==> src/hw/rtl/rsp_pkg.sv <==
// shared constants and types for the range sum pair counter
`timescale 1ns / 1ps

package rsp_pkg;

  localparam int MaxItems   = 1024;
  localparam int StoreDepth = MaxItems + 1;
  localparam int CntW       = $clog2(StoreDepth + 1);
  localparam int ValW       = 32;
  localparam int PrefW      = ValW + $clog2(MaxItems);
  localparam int BoundW     = PrefW + 1;
  localparam int PairW      = 20;
  localparam int AddrW      = 3;
  localparam int DataW      = 32;

  localparam logic RegLower = 1'b0;
  localparam logic RegUpper = 1'b1;

  typedef struct packed {
    logic                     valid;
    logic                     first;
    logic                     drop;
    logic [CntW-1:0]          n;
    logic signed [PrefW-1:0]  p;
    logic signed [BoundW-1:0] lo;
    logic signed [BoundW-1:0] hi;
    logic [CntW-1:0]          hits;
  } tok_t;

endpackage

==> src/hw/rtl/rsp_front.sv <==
// entry stage: restart, fill tracking, running prefix and match window per word
`timescale 1ns / 1ps

module rsp_front (
  input  logic                          clk_i,
  input  logic                          rst_ni,
  input  logic                          adv_i,
  input  logic                          in_valid_i,
  input  logic signed [rsp_pkg::ValW-1:0] value_i,
  input  logic                          first_i,
  input  logic signed [rsp_pkg::ValW-1:0] lower_i,
  input  logic signed [rsp_pkg::ValW-1:0] upper_i,
  output rsp_pkg::tok_t                 tok_o
);

  logic [rsp_pkg::CntW-1:0]           total_q, total_d;
  logic signed [rsp_pkg::PrefW-1:0]   prefix_q, prefix_d;
  logic [rsp_pkg::CntW-1:0]           base_total;
  logic signed [rsp_pkg::PrefW-1:0]   base_prefix;
  logic signed [rsp_pkg::BoundW-1:0]  p_full;
  logic signed [rsp_pkg::BoundW-1:0]  lo_full;
  logic signed [rsp_pkg::BoundW-1:0]  hi_full;
  logic                               drop;
  logic                               take;
  logic                               valid_q;
  rsp_pkg::tok_t                      tok_q;

  assign take        = in_valid_i && adv_i;
  assign base_total  = first_i ? rsp_pkg::CntW'(1) : total_q;
  assign base_prefix = first_i ? '0 : prefix_q;
  assign drop        = (base_total >= rsp_pkg::CntW'(rsp_pkg::StoreDepth));

  assign p_full  = rsp_pkg::BoundW'(base_prefix) + rsp_pkg::BoundW'(value_i);
  assign lo_full = rsp_pkg::BoundW'(base_prefix) + rsp_pkg::BoundW'(value_i)
                 - rsp_pkg::BoundW'(upper_i);
  assign hi_full = rsp_pkg::BoundW'(base_prefix) + rsp_pkg::BoundW'(value_i)
                 - rsp_pkg::BoundW'(lower_i);

  always_comb begin
    total_d  = total_q;
    prefix_d = prefix_q;
    if (take && !drop) begin
      total_d  = base_total + rsp_pkg::CntW'(1);
      prefix_d = p_full[rsp_pkg::PrefW-1:0];
    end
  end

  always_ff @(posedge clk_i or negedge rst_ni) begin
    if (!rst_ni) begin
      total_q  <= rsp_pkg::CntW'(1);
      prefix_q <= '0;
      valid_q  <= 1'b0;
    end else begin
      total_q  <= total_d;
      prefix_q <= prefix_d;
      if (adv_i) begin
        valid_q <= in_valid_i;
      end
    end
  end

  always_ff @(posedge clk_i) begin
    if (take) begin
      tok_q.valid <= 1'b1;
      tok_q.first <= first_i;
      tok_q.drop  <= drop;
      tok_q.n     <= base_total;
      tok_q.p     <= p_full[rsp_pkg::PrefW-1:0];
      tok_q.lo    <= lo_full;
      tok_q.hi    <= hi_full;
      tok_q.hits  <= '0;
    end
  end

  always_comb begin
    tok_o       = tok_q;
    tok_o.valid = valid_q;
  end

endmodule

==> config.mk <==
export PLATFORM = sky130hd
export DESIGN_NAME = rsp_front
export DESIGN_NICKNAME = d
export VERILOG_FILES = /design/src/hw/rtl/rsp_pkg.sv /design/src/hw/rtl/rsp_front.sv
export SDC_FILE = /design/constraint.sdc
export NUM_CORES = 1
export LEC_CHECK = 0
export BUFFER_PORTS_ARGS = -buffer_cell sky130_fd_sc_hd__buf_2
export CAP_MARGIN = 20
export CORE_ASPECT_RATIO = 0.6
export CORE_MARGIN = 1
export CORE_UTILIZATION = 57
export DETAILED_ROUTE_END_ITERATION = 8
export GPL_TIMING_DRIVEN = 0
export HOLD_SLACK_MARGIN = 0.03
export PLACE_DENSITY = 0.81
export SYNTH_ARGS = -nofsm -noshare
export SYNTH_HDL_FRONTEND = slang
export SYNTH_SLANG_ARGS = --single-unit
==> constraint.sdc <==
create_clock -name clk_i -period 6 [get_ports clk_i]
set_input_delay 0.9 -clock clk_i [delete_from_list [all_inputs] [get_ports clk_i]]
set_output_delay 0.9 -clock clk_i [all_outputs]
set_load 0.05 [all_outputs]
# ---- Word-level counts from Yosys, hierarchy flattened
# Index checks and enable logic that the tools add are counted.
dict set report totals {
  register_bits 195
  in_bits 101
  word_cells 19
}
dict set report op_classes {
  n_addsub 4
  n_lt_le_gt_ge 1
  mux 2
  reduce_logical 3
}
# op n
set ops {}
lappend ops {{43-bit by 32-bit subtractor with 43-bit output} 2}
lappend ops {{42-bit by 32-bit adder with 43-bit output} 1}
lappend ops {{42-bit two-way mux} 1}
lappend ops {{11-bit by 1-bit adder with 11-bit output, second input constant} 1}
lappend ops {{11-bit >= comparator, second input constant} 1}
lappend ops {{11-bit two-way mux} 1}
lappend ops {{1-bit logical AND} 2}
lappend ops {{1-bit logical NOT} 1}

# ---- Depth between registers and ports, before layout
# Gate-level depths: netlist of the first run.
dict set report logic_depth {
  depth_word 4
  ltp_mapped 24
  mapped_depth_nobuf 21
}

# ---- Worst setup path before layout of the first run
# Ideal clock, no wire load.
dict set report synth_timing {
  path_kind {input to register}
  startpoint {input first_i}
  endpoint {register tok_q, in the netlist tok_o[53], data pin}
  setup_ns 0.268
  arrival_ns 5.737
  setup_slack_ns -0.005
  cell_stages 22
  n_path_buf 2
  path_cell_list {clkbuf_1 clkbuf_1 nor2b_1 ha_1 fa_1 a211oi_1 o21bai_1 a21oi_1 o21ai_1 a221o_1 a221o_1 xor2_1 ha_1 nand2_1 o21ai_1 o21ai_0 a21oi_1 a211oi_1 a31oi_1 a22o_1 o41ai_1 xnor2_1}
}
dict set report synth_via {
  elab_chain_cells 3
}
# item line_no
set synth_lines {}
lappend synth_lines {{from (decl)} rsp_front.sv:10} ;# input logic first_i,
lappend synth_lines {{42-bit two-way mux} rsp_front.sv:30} ;# assign base_prefix = first_i ? '0 : prefix_q;
lappend synth_lines {{42-bit by 32-bit adder with 43-bit output} rsp_front.sv:36} ;# assign hi_full = rsp_pkg::BoundW'(base_prefix) + rsp_pkg::BoundW'(value_i)
lappend synth_lines {{net p_full, one bit} rsp_front.sv:20} ;# logic signed [rsp_pkg::BoundW-1:0] p_full;
lappend synth_lines {{43-bit by 32-bit subtractor with 43-bit output} rsp_front.sv:37} ;# - rsp_pkg::BoundW'(lower_i);
lappend synth_lines {{net hi_full, one bit} rsp_front.sv:22} ;# logic signed [rsp_pkg::BoundW-1:0] hi_full;
lappend synth_lines {{to (decl)} rsp_front.sv:26} ;# rsp_pkg::tok_t tok_q;
# The timed path passes the listed nets, and every way through them passes these cells.
# A chain may end at the register's enable or synchronous reset.

# ---- Worst setup path in the final report of the first run
# Same ends and word-level chain as after synthesis.

==> results of run 1 <==
## sequential cells by signal, summed over array words and instances, names as in the netlist
register and cells:
valid_q 1, total_q 11, prefix_q 42, tok_o 141
## critical path: stages
cell	delay [ns]
buf_6	0.15
clkbuf_8	0.20
nor2b_1	0.06
ha_2	0.40
o21ai_1	0.07
o21bai_1	0.22
a21oi_2	0.14
or4b_4	0.60
a31oi_1	0.19
a21oi_1	0.10
xnor2_1	0.59
ha_1	0.36
clkbuf_1	0.18
a21oi_1	0.22
o21ai_2	0.09
nor2_1	0.14
o221ai_1	0.20
a211oi_2	0.25
buf_4	0.18
a31oi_1	0.14
a22o_2	0.32
o41ai_2	0.24
xnor2_1	0.12
## kinds of logic after synthesis
kind of cell,count (synthesis),share of synthesized area
simple gates,431,0.148
flops,195,0.399
other cells,1,0.000268
fa+ha+maj,131,0.119
compound gates,436,0.204
buf+inv,155,0.0447
mux,27,0.0211
xor+xnor,104,0.0650
## layout by cell type (no fill, tap or decap), types with 29 or more instances in the layout
master / Yosys / layout
nand3_1: 29 / 29
inv_1: 104 / 104
nor2b_1: 62 / 62
o21ai_0: 66 / 65
a21oi_1: 128 / 117
edfxtp_1: 141 / 141
nor2_1: 94 / 94
xnor2_1: 76 / 70
buf_2: 0 / 241
a21o_1: 64 / 64
clkbuf_1: 38 / 32
nor3_1: 33 / 32
ha_1: 128 / 124
dfrtp_1: 53 / 53
nand2_1: 136 / 135
## worst paths after layout
| kind | endpoint | start | slack [ns] | cells after the start |
|---|---|---|---|---|
| max | tok_o[53] | first_i | 0.11 | 23 |
| min | prefix_q[37] | rst_ni | 0.43 | 1 |
| max reg2reg | tok_o[53] | prefix_q[2] | 0.48 | 21 |
| min reg2reg | prefix_q[18] | prefix_q[18] | 0.47 | 2 |
| max in group asynchronous | total_q[0] | rst_ni | 4.92 | 2 |
| min in group clk_i | prefix_q[18] | prefix_q[18] | 0.47 | 2 |
## power by group
group	total, mW	internal, mW	leakage [nW]	switching [mW]
clock network	1.15	0.603	0.293	0.546
logic	6.20	2.18	5.33	4.02
registers	2.25	2.11	1.98	0.133
total	9.59	4.90	7.60	4.70
## per-layer routing
metal | track usage | up-vias | part of all wire
met4 | 0.0765 | 0 | 0.015
met2 | 0.446 | 666 | 0.41
met1 | 0.498 | 5968 | 0.47
met3 | 0.0759 | 53 | 0.11
li1 | - | 5943 | -
met5 | 0 | - | 0
## what timing repair did
item,4_1_cts,5_1_grt
setup endpoints to repair,46,22
buffers inserted,4,6
gates resized for setup,36,38
pin swaps,7,8
## area by class of cell
class | instances | area (um^2) | area share
antenna | 2 | 5.00 | 0.000298
buffer | 50 | 259 | 0.0154
clock buffer | 21 | 503 | 0.0299
clock inverter | 11 | 73.8 | 0.00439
inverter | 104 | 390 | 0.0232
multi-input combinational | 1140 | 8220 | 0.489
sequential | 195 | 5590 | 0.332
tap | 322 | 403 | 0.0240
timing repair buffer | 255 | 1380 | 0.0821
==> reports/qor.txt, run 1 <==
area share of the leading cell type in the synthesized netlist - 0.302
largest net degree at the start of global routing - 64
post-synth top area cell - edfxtp_1
RePlAce Congestion - 0.940
Yosys reg bits - 195
Final Hold Viols - 0
number of enable flip-flop cells after synthesis - 141
Post-Synthesis Cells - 1480
crit path launch type - input pin
total number of vias - 12600
count leader, synth - edfxtp_1
via density per instance - 6.01
Worst Tran Pin Value - 0.855 ns
synthesized area - 14000 um^2
RSZ-0062 raised after global routing - true
asr flop ratio synth - 0.277
fmax - 0.170 GHz
Final Critical Period - 5.89 ns
CTS tree - done
Root Buffer - clkbuf_16
residual DRC count - 0
Hold Slack - 0.427 ns
Max VDD drop - 0.000263 V
Die Ht - 123 um
initial DRC count - 1279
setup ws final - 0.107 ns
# rows - 44
layout cells sized above 1 - 0.218
WP data arrival - 6.09 ns
routed wire length - 41.2 mm
DR pass1 iterations - 8
status - finished, final reports clean
Placed Area - 15700 um^2
final setup fails - 0
Routed Antenna Nets - 0
Critical Setup Path Class - in2reg
post-DP HPWL - 32.0 mm
pre-CTS WS - -2.06 ns
H-tree depth - 4
dominant synthesized flop cell - edfxtp_1
antenna violations before repair - 2
Tcrit/Tclk final - 0.982
Max FO, Critical Path - 17
Max-cap violations - 0
Leak - 7.60 nW
gr usage total - 0.322
total global routing overflow - 0
Synth Warn # - 0
final cell count without fillers - 2100
Post-Route Setup TNS - 0 ns
hold crit path type - in2async
first-pass GRT wire length - 61.5 mm
Placed Cells - 2057
clk_lat worst skew - 0.45 ns
overall power - 9.59 mW
TritonCTS buffer count - 17
CTS sink cnt - 195
CTS Hold Bufs - 0
Seq/Total Area, Yosys - 0.399
clock-pin slew on the worst setup and hold paths - 0.08 ns
synth unique cells - 75
CTS max path bufs - 2
worst endpoint required time - 6.20 ns
Final Util - 0.696
PwrDens - 571 nW/um^2
Post-Syn Area per Cell - 9.47 um^2
Die Wd - 204 um
WL/cell - 19.6 um
area delta synth->final - 20.0%
Fill cells - 1815
IO buf count - 242
vias in the first global route - 11300
Starting Density - 0.580
I/O pin count - 254
Core Area - 24200 um^2
CP endpoint kind - flop
die area - 25200 um^2
Max-slew headroom - 0.426
Slew Viols, Final - 0
fin nets - 1995
top post-synthesis cells by area - edfxtp_1 (30%), ha_1 (11%), dfrtp_1 (9.5%)
design area - 16800 um^2
top post-synthesis cells by count - edfxtp_1 (141), nand2_1 (136), a21oi_1 (128), ha_1 (128), inv_1 (104)
skew final - 0.0159 ns
(Power assumes the default switching activity.)
==> run 2, diff against run 1 <==
Settings changed: CORE_UTILIZATION 57 to 35, PLACE_DENSITY 0.81 to unset.
==> reports/qor.txt, run 2 (synthesized netlist as in run 1, its figures left out) <==
skew final - 0.0160 ns (+0.0000273 ns)
post-DP HPWL - 34.7 mm (+8.5%)
layout cells sized above 1 - 0.222 (+0.00382)
combinational power share - 0.646 (about the same)
hold crit path type - in2async
CP endpoint kind - flop
Cell Chain, Critical Path - buf_6 -> clkbuf_8 -> nor2b_1 -> ha_1 -> fa_2 -> a211oi_2 -> o21bai_1 -> a21oi_2 -> o21ai_1 -> a221o_1 -> a221o_1 -> nand2_1 -> a21boi_2 -> ha_1 -> nand2_1 -> o21ai_1 -> nor2_1 -> o221ai_2 -> a211oi_4 -> buf_4 -> a31oi_1 -> a22o_1 -> o41ai_2 -> xnor2_1
Max-cap violations - 0 (unchanged)
initial DRC count - 880 (-31%)
clk_lat worst skew - 0.46 ns (about the same)
fmax - 0.172 GHz (+1.4%)
total number of vias - 12300 (-2.7%)
gr busiest metal - met1
Starting Density - 0.357 (-0.223)
slowest CP cell - a221o_1
vias in the first global route - 11100 (-1.1%)
via density per instance - 5.34 (-11%)
Leak - 7.62 nW (+0.25%)
Max-slew headroom - 0.394 (-0.0320)
Hold Slack - 0.455 ns (+0.0279 ns)
most frequent cells in the layout - buf_2 (241), edfxtp_1 (141), nand2_1 (135)
Root Buffer - clkbuf_16
antenna violations before repair - 4 (+2)
largest stage delay on the critical path - 0.46 ns (-0.14 ns)
TritonCTS buffer count - 17 (unchanged)
Tcrit/Tclk final - 0.969 (-0.0136)
routing usage on met1 - 0.336 (-0.163)
residual DRC count - 0 (unchanged)
Sw Share - 0.492 (+0.00219)
CTS tree - done
first-pass GRT wire length - 65.7 mm (+6.8%)
H-tree depth - 4 (unchanged)
Die Wd - 260 um (+27%)
setup ws final - 0.189 ns (+0.0819 ns)
Max VDD drop - 0.000225 V (-15%)
total global routing overflow - 0 (unchanged)
Core Area - 39200 um^2 (+62%)
status - finished, final reports clean
met3 usage - 0.0370 (-0.0389)
crit path launch type - input pin
worst path bufs/invs - 3 (-1)
final cell count without fillers - 2301 (+9.6%)
# rows - 56 (+27%)
fraction of power consumed by the clock network - 0.120 (about the same)
part of the power in registers - 0.233 (about the same)
area delta synth->final - 22.0%
CTS sink cnt - 195 (unchanged)
die area - 40900 um^2 (+62%)
final setup fails - 0 (unchanged)
Final Util - 0.436 (-0.260)
WL/cell - 19.3 um (-1.7%)
clock-pin slew on the worst setup and hold paths - 0.08 ns (about the same)
CTS max path bufs - 2 (unchanged)
routed wire length - 44.4 mm (+7.7%)
worst endpoint required time - 6.21 ns (about the same)
WP data arrival - 6.02 ns (-0.07 ns)
gr usage total - 0.213 (-0.108)
pre-CTS WS - -2.25 ns (-0.195 ns)
CTS Hold Bufs - 0 (unchanged)
Routed Antenna Nets - 0 (unchanged)
Die Ht - 157 um (+27%)
Largest register FFs - 141 (unchanged)
Worst Tran Pin Value - 0.902 ns (+0.0477 ns)
commonest non-fill, non-tap cell in the layout - buf_2
Critical Setup Path Class - in2reg
I/O pin count - 254 (unchanged)
IO buf count - 242 (unchanged)
Final Hold Viols - 0 (unchanged)
r2r worst-path depth - 22 (+4.8%)
Max FO, Critical Path - 17 (unchanged)
CP delay by family, top - compound AO/OA/AOI/OAI gates
Slew Viols, Final - 0 (unchanged)
RePlAce Congestion - 0.947 (+0.78%)
Placed Cells - 2257 (+9.7%)
Crit path depth - 24 (+4.3%)
Final Critical Period - 5.81 ns (-0.0819 ns)
fin nets - 1996 (+0.050%)
PwrDens - 564 nW/um^2 (-1.1%)
internal power - 4.90 mW (+0.17%)
largest net degree at the start of global routing - 71 (+11%)
met2 Use GR - 0.296 (-0.149)
DR pass1 iterations - 5 (-3)
Net Switching - 4.75 mW (+1.1%)
==> run 2: power groups by stage <==
| stage | Combinational [mW] | Sequential, mW | Clock [mW] |
|---|---|---|---|
| final | 6.24 | 2.25 | 1.16 |
| after floorplan | 3.48 | 3.16 | 0 |
| after global placement | 5.76 | 2.28 | 0 |
| after global routing | 6.73 | 2.29 | 1.24 |
| after CTS | 6.04 | 2.26 | 1.19 |
| after detailed placement | 5.82 | 2.28 | 0 |
==> run 2: worst reg2reg max path, stage by stage, from the launching register on <==
cell      delay [ns]
dfrtp_1         0.37
nor2b_1         0.14
ha_1            0.23
fa_2            0.41
a211oi_2        0.25
o21bai_1        0.14
a21oi_2         0.19
o21ai_1         0.14
a221o_1         0.37
a221o_1         0.46
nand2_1         0.12
a21boi_2        0.13
ha_1            0.36
nand2_1         0.12
o21ai_1         0.12
nor2_1          0.17
o221ai_2        0.15
a211oi_4        0.21
buf_4           0.18
a31oi_1         0.15
a22o_1          0.33
o41ai_2         0.34
xnor2_1         0.11
==> run 2: area by class of cell <==
class	instances	area (um^2)
Antenna cell	2	5.00
Buffer	49	254
Clock buffer	21	460
Clock inverter	11	103
Fill cell	3863	22100
Inverter	104	390
Multi-Input combinational cell	1140	8270
Sequential cell	195	5590
Tap cell	522	653
Timing Repair Buffer	257	1380
==> run 2: repair_timing <==
item | CTS | global route
setup endpoints to repair | 46 | 19
buffers inserted | 7 | 5
pin swaps | 7 | 13
gates cloned | 0 | 0
hold endpoints to repair | 0 | 0
resized for setup | 48 | 33
==> run 2: layer usage <==
metal | wire length, um | up-vias
li1 | - | 5943
met1 | 22800 | 5884
met2 | 18100 | 426
met3 | 2890 | 40
met4 | 623 | 0
met5 | 0 | -
==> run 2: path summary, 6_finish.rpt <==
kind / end / startpoint / slack [ns]
setup / recovery: tok_o[53] / first_i / 0.19
hold / removal: prefix_q[34] / rst_ni / 0.46
setup reg to reg: tok_o[53] / prefix_q[0] / 0.56
hold reg to reg: prefix_q[12] / prefix_q[12] / 0.47
max in group asynchronous: total_q[0] / rst_ni / 4.88
min in group clk_i: prefix_q[12] / prefix_q[12] / 0.47
==> run 2: stage by stage <==
step,total power [mW],cell area [um^2],setup TNS (ns)
2_1_floorplan,6.65,14100,0
3_3_place_gp,8.04,15900,-233.46
3_5_place_dp,8.10,16000,-55.74
4_1_cts,9.49,16900,0
5_1_grt,10.3,17100,-0.0557
6_report,9.65,17100,0
