==> src/hw/rtl/rsp_pkg.sv <==
// shared constants and types for the range sum pair counter
`timescale 1ns / 1ps

package rsp_pkg;

  localparam int MaxItems   = 1024;
  localparam int StoreDepth = MaxItems + 1;
  localparam int CntW       = $clog2(StoreDepth + 1);
  localparam int ValW       = 32;
  localparam int PrefW      = ValW + $clog2(MaxItems);
  localparam int BoundW     = PrefW + 1;
  localparam int PairW      = 20;
  localparam int AddrW      = 3;
  localparam int DataW      = 32;

  localparam logic RegLower = 1'b0;
  localparam logic RegUpper = 1'b1;

  typedef struct packed {
    logic                     valid;
    logic                     first;
    logic                     drop;
    logic [CntW-1:0]          n;
    logic signed [PrefW-1:0]  p;
    logic signed [BoundW-1:0] lo;
    logic signed [BoundW-1:0] hi;
    logic [CntW-1:0]          hits;
  } tok_t;

endpackage

==> src/hw/rtl/rsp_cell.sv <==
// one stored prefix: compares the passing word against it and stores a new prefix
`timescale 1ns / 1ps

module rsp_cell (
  input  logic                     clk_i,
  input  logic                     rst_ni,
  input  logic                     adv_i,
  input  logic [rsp_pkg::CntW-1:0] idx_i,
  input  rsp_pkg::tok_t            tok_i,
  output rsp_pkg::tok_t            tok_o
);

  logic signed [rsp_pkg::PrefW-1:0]  q_q;
  logic signed [rsp_pkg::BoundW-1:0] q_ext;
  logic                              live;
  logic                              hit;
  logic                              wr;
  logic                              valid_q;
  rsp_pkg::tok_t                     tok_q, tok_d;

  assign q_ext = rsp_pkg::BoundW'(q_q);
  assign live  = tok_i.valid && !tok_i.drop;
  assign hit   = live && (idx_i < tok_i.n)
              && ($signed(q_ext) >= $signed(tok_i.lo))
              && ($signed(q_ext) <= $signed(tok_i.hi));
  assign wr    = adv_i && live && (idx_i == tok_i.n);

  always_ff @(posedge clk_i) begin
    if (wr) begin
      q_q <= tok_i.p;
    end
  end

  always_ff @(posedge clk_i or negedge rst_ni) begin
    if (!rst_ni) begin
      valid_q <= 1'b0;
    end else if (adv_i) begin
      valid_q <= tok_i.valid;
    end
  end

  always_comb begin
    tok_d      = tok_i;
    tok_d.hits = tok_i.hits + rsp_pkg::CntW'(hit);
  end

  always_ff @(posedge clk_i) begin
    if (adv_i) begin
      tok_q <= tok_d;
    end
  end

  always_comb begin
    tok_o       = tok_q;
    tok_o.valid = valid_q;
  end

endmodule

==> config.mk <==
export PLATFORM = sky130hd
export DESIGN_NAME = rsp_cell
export DESIGN_NICKNAME = d
export VERILOG_FILES = /design/src/hw/rtl/rsp_pkg.sv /design/src/hw/rtl/rsp_cell.sv
export SDC_FILE = /design/constraint.sdc
export NUM_CORES = 1
export LEC_CHECK = 0
export BUFFER_PORTS_ARGS = -buffer_cell sky130_fd_sc_hd__buf_2
export CAP_MARGIN = 10
export CORE_MARGIN = 2
export CORE_UTILIZATION = 45
export DETAILED_ROUTE_END_ITERATION = 10
export GPL_TIMING_DRIVEN = 0
export PLACE_DENSITY = 0.77
export RECOVER_POWER = 25
export SLEW_MARGIN = 20
export SYNTH_ARGS = -nofsm -noshare
export SYNTH_HDL_FRONTEND = slang
export SYNTH_SLANG_ARGS = --single-unit
==> constraint.sdc <==
create_clock -name clk_i -period 3 [get_ports clk_i]
set_clock_uncertainty 0.1 [all_clocks]
set_input_delay 0.15 -clock clk_i [delete_from_list [all_inputs] [get_ports clk_i]]
set_output_delay 0.15 -clock clk_i [all_outputs]
set_load 0.02 [all_outputs]
# Yosys cells after proc, flatten, opt, wreduce, memory -nomap -nowiden
# Cells that the tools add are included.
[totals]
ff_bits = 195
wordCells = 21
[classes]
n_addsub = 1
order_cmp = 3
eq_ne = 1
n_reduce_logical = 7
[ops]
columns = ["cell", "n"]
rows = [
  ["$ge 42x43->1", 1],
  ["$le 42x43->1", 1],
  ["$add 11x1->11", 1],
  ["$eq 11x11->1", 1],
  ["$lt 11x11->1", 1],
  ["$logic_and 1x1->1", 6],
  ["$logic_not 1->1", 1],
]

# Depth between registers and ports, before layout
# Gate-level depths: netlist (run 1).
[logic_depth]
ltp_word = 6
mapped_depth = 12
mapped_depth_nobuf = 12

# Worst setup path before layout (run 1)
# No wires, ideal clock.
[synth_path]
kind = "input to register"
startpoint = "in tok_i[143] in the netlist's numbering"
endpoint = "reg q_q[0] in the netlist's numbering (enable)"
setup_time_ns = 0.546
arrival_ns = 4.700
slack_ns = -2.346
cell_stages = 4
path_buffers = 0
path_cell_list = "inv_1 ha_1 nand4_1 nor4_1"
[synth_via]
elab_chain_cells = 2
[synth_lines]
columns = ["item", "line", "source"]
rows = [
  ["start, declared", "rsp_cell.sv:9", "input rsp_pkg::tok_t tok_i,"],
  ["$eq 11x11->1", "rsp_cell.sv:26", "assign wr = adv_i && live && (idx_i == tok_i.n);"],
  ["$logic_and 1x1->1", "rsp_cell.sv:26", ""],
  ["via wr", "rsp_cell.sv:17", "logic wr;"],
  ["end signal, assigned", "rsp_cell.sv:30", "q_q <= tok_i.p;"],
  ["end, declared", "rsp_cell.sv:13", "logic signed [rsp_pkg::PrefW-1:0] q_q;"],
]
# The timed path passes the listed nets, and every way through them passes these cells.
# A chain may end at the register's enable or synchronous reset.

==> impl_metrics.json, run 1 <==
{
  "status": "finished with violations",
  "violations": "capacitance limit, slew limit, setup timing",
  "fin_crit_sh": 1.117,
  "synthArstFlopShare": 0.005128,
  "drt_iter0_drc": 312,
  "drt_first_pass_iters": 5,
  "power.leakage_nw": 5.771,
  "criticalPathCategory": "flip-flop to flip-flop",
  "cts_inserted_buffers": 17,
  "dp_slack_ns": -1.109,
  "crit_arrival_ns": 3.42,
  "grt_usage": 0.2491,
  "yosysTopAreaCellShare": 0.6814,
  "syn_nets": 832,
  "numPortBuffers": 319,
  "yosysSeqAreaShare": 0.6843,
  "gp_congestion": 0.8069,
  "clk_latency_ns": 0.43,
  "cp-end-kind": "flip-flop",
  "tightestPinTransition_ns": 2.023,
  "max_stage_delay_ns": 0.52,
  "dieArea_mm2": 0.02012,
  "die_h_um": 141.8,
  "synth_top_area_cell": "edfxtp_1",
  "grt_pass1_vias": 7251,
  "vias": 6671,
  "grt_max_degree": 80,
  "cts_htree_levels": 4,
  "drv_slew": 76,
  "synth_cell_types": 44,
  "syn_area_mm2": 0.008549,
  "crit_chain": "ha_4, nand4_4, nor4_4, a211o_1, a211oi_2, o2111a_2, a211oi_4, ha_4, buf_4, nand4_1, xnor2_1",
  "syn2layout_area_growth_pct": 50.94,
  "clk_pin_slew_ns": 0.07,
  "slew_headroom": -0.3487,
  "maxCapViolCount": 1,
  "grt_pass1_wl_um": 37560,
  "rsz0062_at_grt": "yes",
  "yosys-top-cells-area": "edfxtp_1 68%, ha_1 14%, inv_1 4.4%, a21oi_1 1.7%, nand4_1 1.6%",
  "synth.top_cells.by_count": "194 x edfxtp_1, 100 x inv_1, 99 x ha_1, 29 x a21oi_1, 22 x nand4_1",
  "yosysMostFrequentCell": "edfxtp_1",
  "hold_viol_final": 0,
  "yosys_warnings": 0,
  "place_hpwl_um": 16960,
  "p_total_mw": 6.628,
  "setup_viol": 10,
  "core_area_mm2": 0.01864,
  "drive_gt1_frac": 0.3330,
  "required_ns": 3.08,
  "vias_per_cell": 5.046,
  "grt_overflow": 0,
  "min_period_ns": 3.350,
  "wl_per_cell_um": 19.08,
  "cp-start-kind": "flip-flop",
  "slowest_stage": "edfxtp_1",
  "syn_area_per_cell_um2": 15.11,
  "fin_nets": 1340,
  "clock.fmax_mhz": 298.5,
  "hold_path_class": "input port to flip-flop",
  "cp_top_family": "compound AO/OA/AOI/OAI gates",
  "num_io_pins": 320,
  "cts_buffer_depth": 2,
  "wirelength_um": 25230,
  "antenna_found_initial": 0,
  "synth_edf_count": 194,
  "hold_slack_ns": 0.06069,
  "cp_max_fo": 4,
  "cts_root_buf": "clkbuf_16",
  "p_per_area_mw_per_mm2": 513.6,
  "die_w_um": 141.8,
  "vdd_drop_max_uv": 387.5,
  "worst_slack_ns": -0.3495,
  "start_util": 0.4586,
  "cts_tree": "done",
  "crit_path_frequent_cell": "ha_4",
  "path_buf_inv": 1,
  "ys_ff_latch": 195,
  "ant_nets": 0,
  "cts_num_sinks": 195,
  "netlist_instances": 566,
  "ys.flop_type": "edfxtp_1",
  "drc": 0,
  "std_cell_rows": 50
}
layout by cell type (no fill, tap or decap), drive strengths merged, types with 3 or more instances in the layout:
cell / instances
nand2: 13
inv: 105
o21ai: 12
xnor2: 8
nor4: 4
nor3: 5
a21o: 7
buf: 307
a21oi: 29
dlygate4sd3: 155
ha: 99
a211o: 3
nor2: 12
nand3: 15
clkbuf: 45
edfxtp: 194
a21boi: 4
nand4: 23
a211oi: 8
clkinv: 6
and3: 3
bufinv: 3
state kept, by name, summed over array words and instances, names as in the netlist:
signal / count
valid_q: 1
q_q: 42
tok_o: 152
worst min-delay path: cells and delay by family:
kind / cells / cell delay [ns]
XOR/XNOR: 1 / 0.12
AND/OR/NAND/NOR: 1 / 0.08
buffers and inverters: 1 / 0.13
layer usage:
metal / global-route usage / share of wire / wire, um
met4: 0.09947 / 0.028 / 709
met1: 0.2648 / 0.36 / 9169
met2: 0.4729 / 0.55 / 13800
met5: 0 / 0 / 0
met3: 0.05940 / 0.062 / 1552
timing repair:
action,4_1_cts,5_1_grt
resized for setup,19,4
buffers inserted,6,4
pin swaps,14,6
hold buffers,154,1
hold endpoints to repair,196,1
endpoints found under the setup margin,11,11
where the power goes:
group | total (mW) | switching (mW) | leakage, nW | internal [mW]
combinational | 0.981 | 0.563 | 3.59 | 0.418
sequential | 3.23 | 0.0437 | 1.88 | 3.18
clock | 2.42 | 1.08 | 0.303 | 1.34
stage by stage:
stage,instance area [um2],utilization,setup TNS (ns),std cells
5_1_grt,12900,0.6921,-7.607,1321
3_3_place_gp,10450,0.5607,-142.60,1119
2_1_floorplan,8564,-,0,566
3_5_place_dp,10540,0.5652,-9.779,1124
6_report,12900,0.6922,-2.932,1322
4_1_cts,12870,0.6905,-3.187,1316
path summary, 6_finish.rpt:
check                      startpoint  endpoint  slack, ns  cells past startpoint
max                           q_q[41]  tok_o[7]      -0.35                     11
min                          tok_i[1]  tok_o[5]       0.06                      3
max reg2reg                   q_q[41]  tok_o[7]      -0.35                     11
min reg2reg                   valid_q   valid_q       0.44                      1
max in group asynchronous      rst_ni   valid_q       2.26                      3
min in group asynchronous      rst_ni   valid_q       0.44                      3
final cells by class:
class | instances | area (um2)
multi-input cells | 270 | 2492
fillers | 1265 | 5738
clock buffers | 17 | 425.4
well taps | 234 | 292.8
inverters | 100 | 375.4
repair buffers | 489 | 3263
diodes | 1 | 2.502
flip-flops and latches | 195 | 5851
clock inverters | 15 | 195.2
plain buffers | 1 | 7.507
logic make-up after synthesis:
logic type	synth area share
adder cells (fa/ha/maj)	0.1449
multiplexers	0.001317
XOR/XNOR	0.009220
AO/OA/AOI/OAI	0.06059
flip-flops	0.6843
AND/OR/NAND/NOR	0.05488
buffers and inverters	0.04478
Note: power is estimated with default switching activity, not from simulation.
==> run 2, diff against run 1 <==
Settings changed: PLACE_DENSITY 0.77 to 0.84.
==> run 2 against run 1 <==
The run ends with setup timing left. Worst hold slack better by 0.058 ns. Final area shrank 0.35%. Fmax is 1.7% lower. Non-clock buffer count rose by 4. Die area is the same. Flip-flop and latch count is the same. Register-to-register slack worse by 0.06 ns.
==> impl_metrics.json, run 2 (same netlist as run 1, synthesis figures left out) <==
{
  "status": "finished with violations",
  "violations": "setup timing",
  "vias": 6724,
  "final_core_util": 0.6898,
  "reg2reg_from": "q_q[40]",
  "grt_pass1_vias": 7165,
  "dieArea_mm2": 0.02012,
  "rsz0062_at_grt": "yes",
  "num_io_pins": 320,
  "place_hpwl_um": 16350,
  "fin_setup_tns_ns": -3.382,
  "gp_congestion": 0.7993,
  "cts_buffer_depth": 2,
  "ant_nets": 0,
  "std_cell_rows": 50,
  "drc": 0,
  "core_area_mm2": 0.01864,
  "required_ns": 3.08,
  "final_common_cell": "buf_2",
  "wl_per_cell_um": 18.71,
  "fin_nets": 1344,
  "hold_viol_final": 0,
  "vias_per_cell": 5.075,
  "dp_slack_ns": -1.074,
  "met2_usage": 0.4594,
  "drt_iter0_drc": 342,
  "cts_tree": "done",
  "drv_slew": 0,
  "layout_common_cells": "254 x buf_2, 194 x edfxtp_1, 155 x dlygate4sd3_1",
  "vdd_drop_max_uv": 377.0,
  "fin_area_mm2": 0.01286,
  "clk_pin_slew_ns": 0.07,
  "grt_pass1_wl_um": 36680,
  "gr-usage-met3": 0.05974,
  "cts_htree_levels": 4,
  "min_period_ns": 3.407,
  "maxCapViolCount": 0,
  "drt_first_pass_iters": 5,
  "die_h_um": 141.8,
  "fin_crit_sh": 1.136,
  "setup_viol": 11,
  "worst_slack_ns": -0.4065,
  "wirelength_um": 24790,
  "syn2layout_area_growth_pct": 50.42,
  "cp-start-kind": "flip-flop",
  "p_per_area_mw_per_mm2": 506.4,
  "cts_num_sinks": 195,
  "criticalPathCategory": "flip-flop to flip-flop",
  "die_w_um": 141.8,
  "hold_path_class": "input port to flip-flop",
  "slew_headroom": 0.5157,
  "cts_root_buf": "clkbuf_16",
  "crit_path_start": "q_q[40]",
  "tightestPinTransition_ns": 0.7265,
  "grt_use_met1": 0.2602,
  "dpl_cell_area_mm2": 0.01052,
  "min_from": "adv_i",
  "crit_arrival_ns": 3.48,
  "drive_gt1_frac": 0.3018,
  "clk_latency_ns": 0.43,
  "largest_reg_flops": 152,
  "cts_inserted_buffers": 17,
  "n_fill_cell": 1254,
  "grt_usage": 0.2430,
  "grt_max_degree": 91,
  "antenna_found_initial": 2,
  "power.leakage_nw": 5.680,
  "grt_overflow": 0,
  "numPortBuffers": 319,
  "hold_slack_ns": 0.1186,
  "start_util": 0.4586,
  "grt.busiest_layer": "met2",
  "cp_max_fo": 5,
  "cp-end-kind": "flip-flop",
  "clock.fmax_mhz": 293.6
}
[run 2: cell count changes in the layout (fill, tap and decap cells not counted), sizes merged]
cell	previous run	this run
clkbuf	45	81
buf	307	275
bufinv	3	2
[run 2: stage by stage]
stage               power (mW)  std cells
finish                   6.512       1325
global route             6.729       1325
CTS                      6.505       1320
detailed placement       4.059       1123
global placement         4.038       1119
floorplan                3.663        566
[run 2: metal layers]
| layer | vias up | routed length [um] |
|---|---|---|
| met3 | 57 | 1670 |
| li1 | 3148 | - |
| met4 | 2 | 808 |
| met5 | - | 13 |
| met2 | 316 | 13220 |
| met1 | 3201 | 9082 |
[run 2: path summary, 6_finish.rpt]
kind / to / slack, ns / cells past startpoint
max: tok_o[8] / -0.41 / 12
min: tok_o[89] / 0.12 / 1
max reg2reg: tok_o[8] / -0.41 / 12
min reg2reg: valid_q / 0.42 / 1
max in group asynchronous: valid_q / 2.20 / 3
min in group asynchronous: valid_q / 0.49 / 3
[run 2: layout make-up]
cell class / instances / area [um2] / area share
clock inverters: 14 / 172.7 / 0.01343
inverters: 100 / 375.4 / 0.02919
flip-flops and latches: 195 / 5851 / 0.4550
diodes: 1 / 2.502 / 0.0001946
repair buffers: 493 / 3248 / 0.2526
multi-input cells: 270 / 2485 / 0.1932
clock buffers: 17 / 425.4 / 0.03308
well taps: 234 / 292.8 / 0.02277
plain buffers: 1 / 7.507 / 0.0005838
[run 2: where the power goes]
group	internal (mW)	total, mW	switching [mW]	leakage [nW]
Sequential	3.18	3.22	0.0433	1.88
Clock	1.26	2.32	1.06	0.293
Combinational	0.411	0.973	0.562	3.51
[run 2: what timing repair did]
action | CTS | global route
hold endpoints to repair | 196 | 0
buffers inserted | 11 | 4
hold buffers | 155 | 0
gates resized for setup | 19 | 6
pin swaps | 13 | 11
setup endpoints to repair | 11 | 11
[run 2: worst max-delay path, cell delays in order (launching register included)]
cell and delay (ns):
edfxtp_1 0.46, ha_4 0.25, a21o_1 0.19, a211oi_2 0.28, or3b_4 0.44, o311ai_4 0.27
o21ai_2 0.11, a211oi_4 0.39, ha_4 0.22, ha_4 0.16, buf_4 0.11, nand2_2 0.04
xnor2_1 0.11
==> run 3, diff against run 2 <==
Settings changed: RECOVER_POWER 25 to 50.
==> run 3 against run 2 <==
The run still ends with setup timing left. Critical path depth down 1. Core utilization shrank 0.32 points. Final cell count unchanged. Fmax shrank 0.16%. Via count is 0.71% lower. Critical endpoint is now tok_o[10]. Largest cell class unchanged.
==> impl_metrics.json, run 3 (same netlist as run 1, synthesis figures left out) <==
{
  "crit_path_frequent_cell": "ha_4",
  "cts_htree_levels": 4,
  "final_common_cell": "buf_2",
  "vias_per_cell": 5.038,
  "slew_headroom": 0.5212,
  "cp-end-kind": "flip-flop",
  "fin_setup_tns_ns": -3.419,
  "drive_gt1_frac": 0.2578,
  "power.leakage_nw": 5.548,
  "gp_congestion": 0.7993,
  "wirelength_um": 24750,
  "hold_path_depth": 1,
  "hold_viol_final": 0,
  "rsz0062_at_grt": "yes",
  "required_ns": 3.06,
  "violations": "setup timing",
  "drt_first_pass_iters": 5,
  "rrSetupSlack_ns": -0.41,
  "p_per_area_mw_per_mm2": 508.0,
  "crit_arrival_ns": 3.47,
  "die_w_um": 141.8,
  "syn2layout_area_growth_pct": 49.71,
  "drv_slew": 0,
  "cts_root_buf": "clkbuf_16",
  "cts_tree": "done",
  "cts_num_sinks": 195,
  "crit_path_start": "q_q[40]",
  "clock.fmax_mhz": 293.1,
  "place_hpwl_um": 16350,
  "numPortBuffers": 319,
  "grt_max_degree": 91,
  "reg2reg_from": "q_q[40]",
  "maxCapViolCount": 0,
  "status": "finished with violations",
  "hold_slack_ns": 0.1230,
  "clk_pin_slew_ns": 0.07,
  "p_total_mw": 6.502,
  "ant_nets": 0,
  "die_h_um": 141.8,
  "vias": 6676,
  "n_fill_cell": 1277,
  "vdd_drop_max_uv": 375.1,
  "antenna_found_initial": 2,
  "final_core_util": 0.6866,
  "fin_area_mm2": 0.01280,
  "core_area_mm2": 0.01864,
  "cp-endpoint": "tok_o[10]",
  "tightestPinTransition_ns": 0.7183,
  "cts_inserted_buffers": 17,
  "slowest_stage": "edfxtp_1",
  "crit_chain": "ha_4, a21o_1, a211oi_2, or3b_4, o311ai_4, o21ai_2, a211oi_4, ha_4, ha_4, nand4_1, xnor2_1",
  "largest_reg_flops": 152,
  "max_stage_delay_ns": 0.46,
  "clk_latency_ns": 0.43,
  "drc": 0,
  "cp-start-kind": "flip-flop",
  "r2r-end": "tok_o[10]",
  "hold_path_class": "input port to flip-flop",
  "cp_max_fo": 5,
  "std_cell_rows": 50,
  "dieArea_mm2": 0.02012,
  "dpl_cell_area_mm2": 0.01052,
  "wl_per_cell_um": 18.68,
  "min_period_ns": 3.412,
  "grt_pass1_wl_um": 36680,
  "start_util": 0.4586,
  "min_from": "adv_i",
  "drt_iter0_drc": 341,
  "criticalPathCategory": "flip-flop to flip-flop",
  "grt_pass1_vias": 7165,
  "grt_usage": 0.2430,
  "fin_nets": 1344,
  "reg2reg_depth": 11,
  "fin_crit_sh": 1.137,
  "grt_overflow": 0,
  "worst_slack_ns": -0.4118,
  "num_io_pins": 320,
  "layout_common_cells": "206 x buf_2, 194 x edfxtp_1, 155 x dlygate4sd3_1",
  "setup_viol": 11,
  "cts_buffer_depth": 2
}
==> run 3: report_power, final <==
group          internal [mW]  switching [mW]  leakage, nW
sequential              3.18          0.0432         1.88
clock                   1.26            1.06        0.293
combinational          0.402           0.562         3.38
==> run 3: through the flow <==
stage | setup WS [ns] | instances
after floorplan | 0.02342 | 566
after global placement | -2.697 | 1119
after detailed placement | -1.074 | 1123
after CTS | -0.3830 | 1320
after global routing | -0.5192 | 1325
final | -0.4118 | 1325
==> run 3: how the worst min path moves through the flow <==
stage / slack [ns] / end
after detailed placement: -0.17 / valid_q
final: 0.12 / tok_o[89]
after global placement: -0.17 / valid_q
after global routing: 0.14 / tok_o[89]
after CTS: 0.15 / tok_o[133]
after floorplan: -0.25 / valid_q
==> run 3: critical path: cells and delay by family, from the launching register on <==
family,cells,cell delay (ns)
simple gates,2,0.53
fa+ha+maj,3,0.64
flops,1,0.46
compound gates,5,1.25
xor+xnor,1,0.16
==> run 3: area by class of cell <==
cell class | instances | area, um2 | area share
inverter | 100 | 375.4 | 0.02933
sequential | 195 | 5851 | 0.4571
buffer | 1 | 7.507 | 0.0005865
clock inverter | 14 | 172.7 | 0.01349
antenna | 1 | 2.502 | 0.0001955
timing repair buffer | 493 | 3188 | 0.2491
multi-input combinational | 270 | 2485 | 0.1941
clock buffer | 17 | 425.4 | 0.03324
tap | 234 | 292.8 | 0.02287
==> run 3: what timing repair did <==
action / in CTS / in global routing
endpoints found under the hold margin: 196 / 0
resized for setup: 19 / 6
setup buffers: 11 / 4
endpoints found under the setup margin: 11 / 11
hold buffers: 155 / 0
pin swaps: 13 / 11
==> run 3: routing by layer <==
| layer | GRT usage | part of all wire |
|---|---|---|
| met5 | 0 | 0.00053 |
| met4 | 0.09368 | 0.034 |
| met3 | 0.05974 | 0.066 |
| met2 | 0.4594 | 0.53 |
| met1 | 0.2602 | 0.37 |
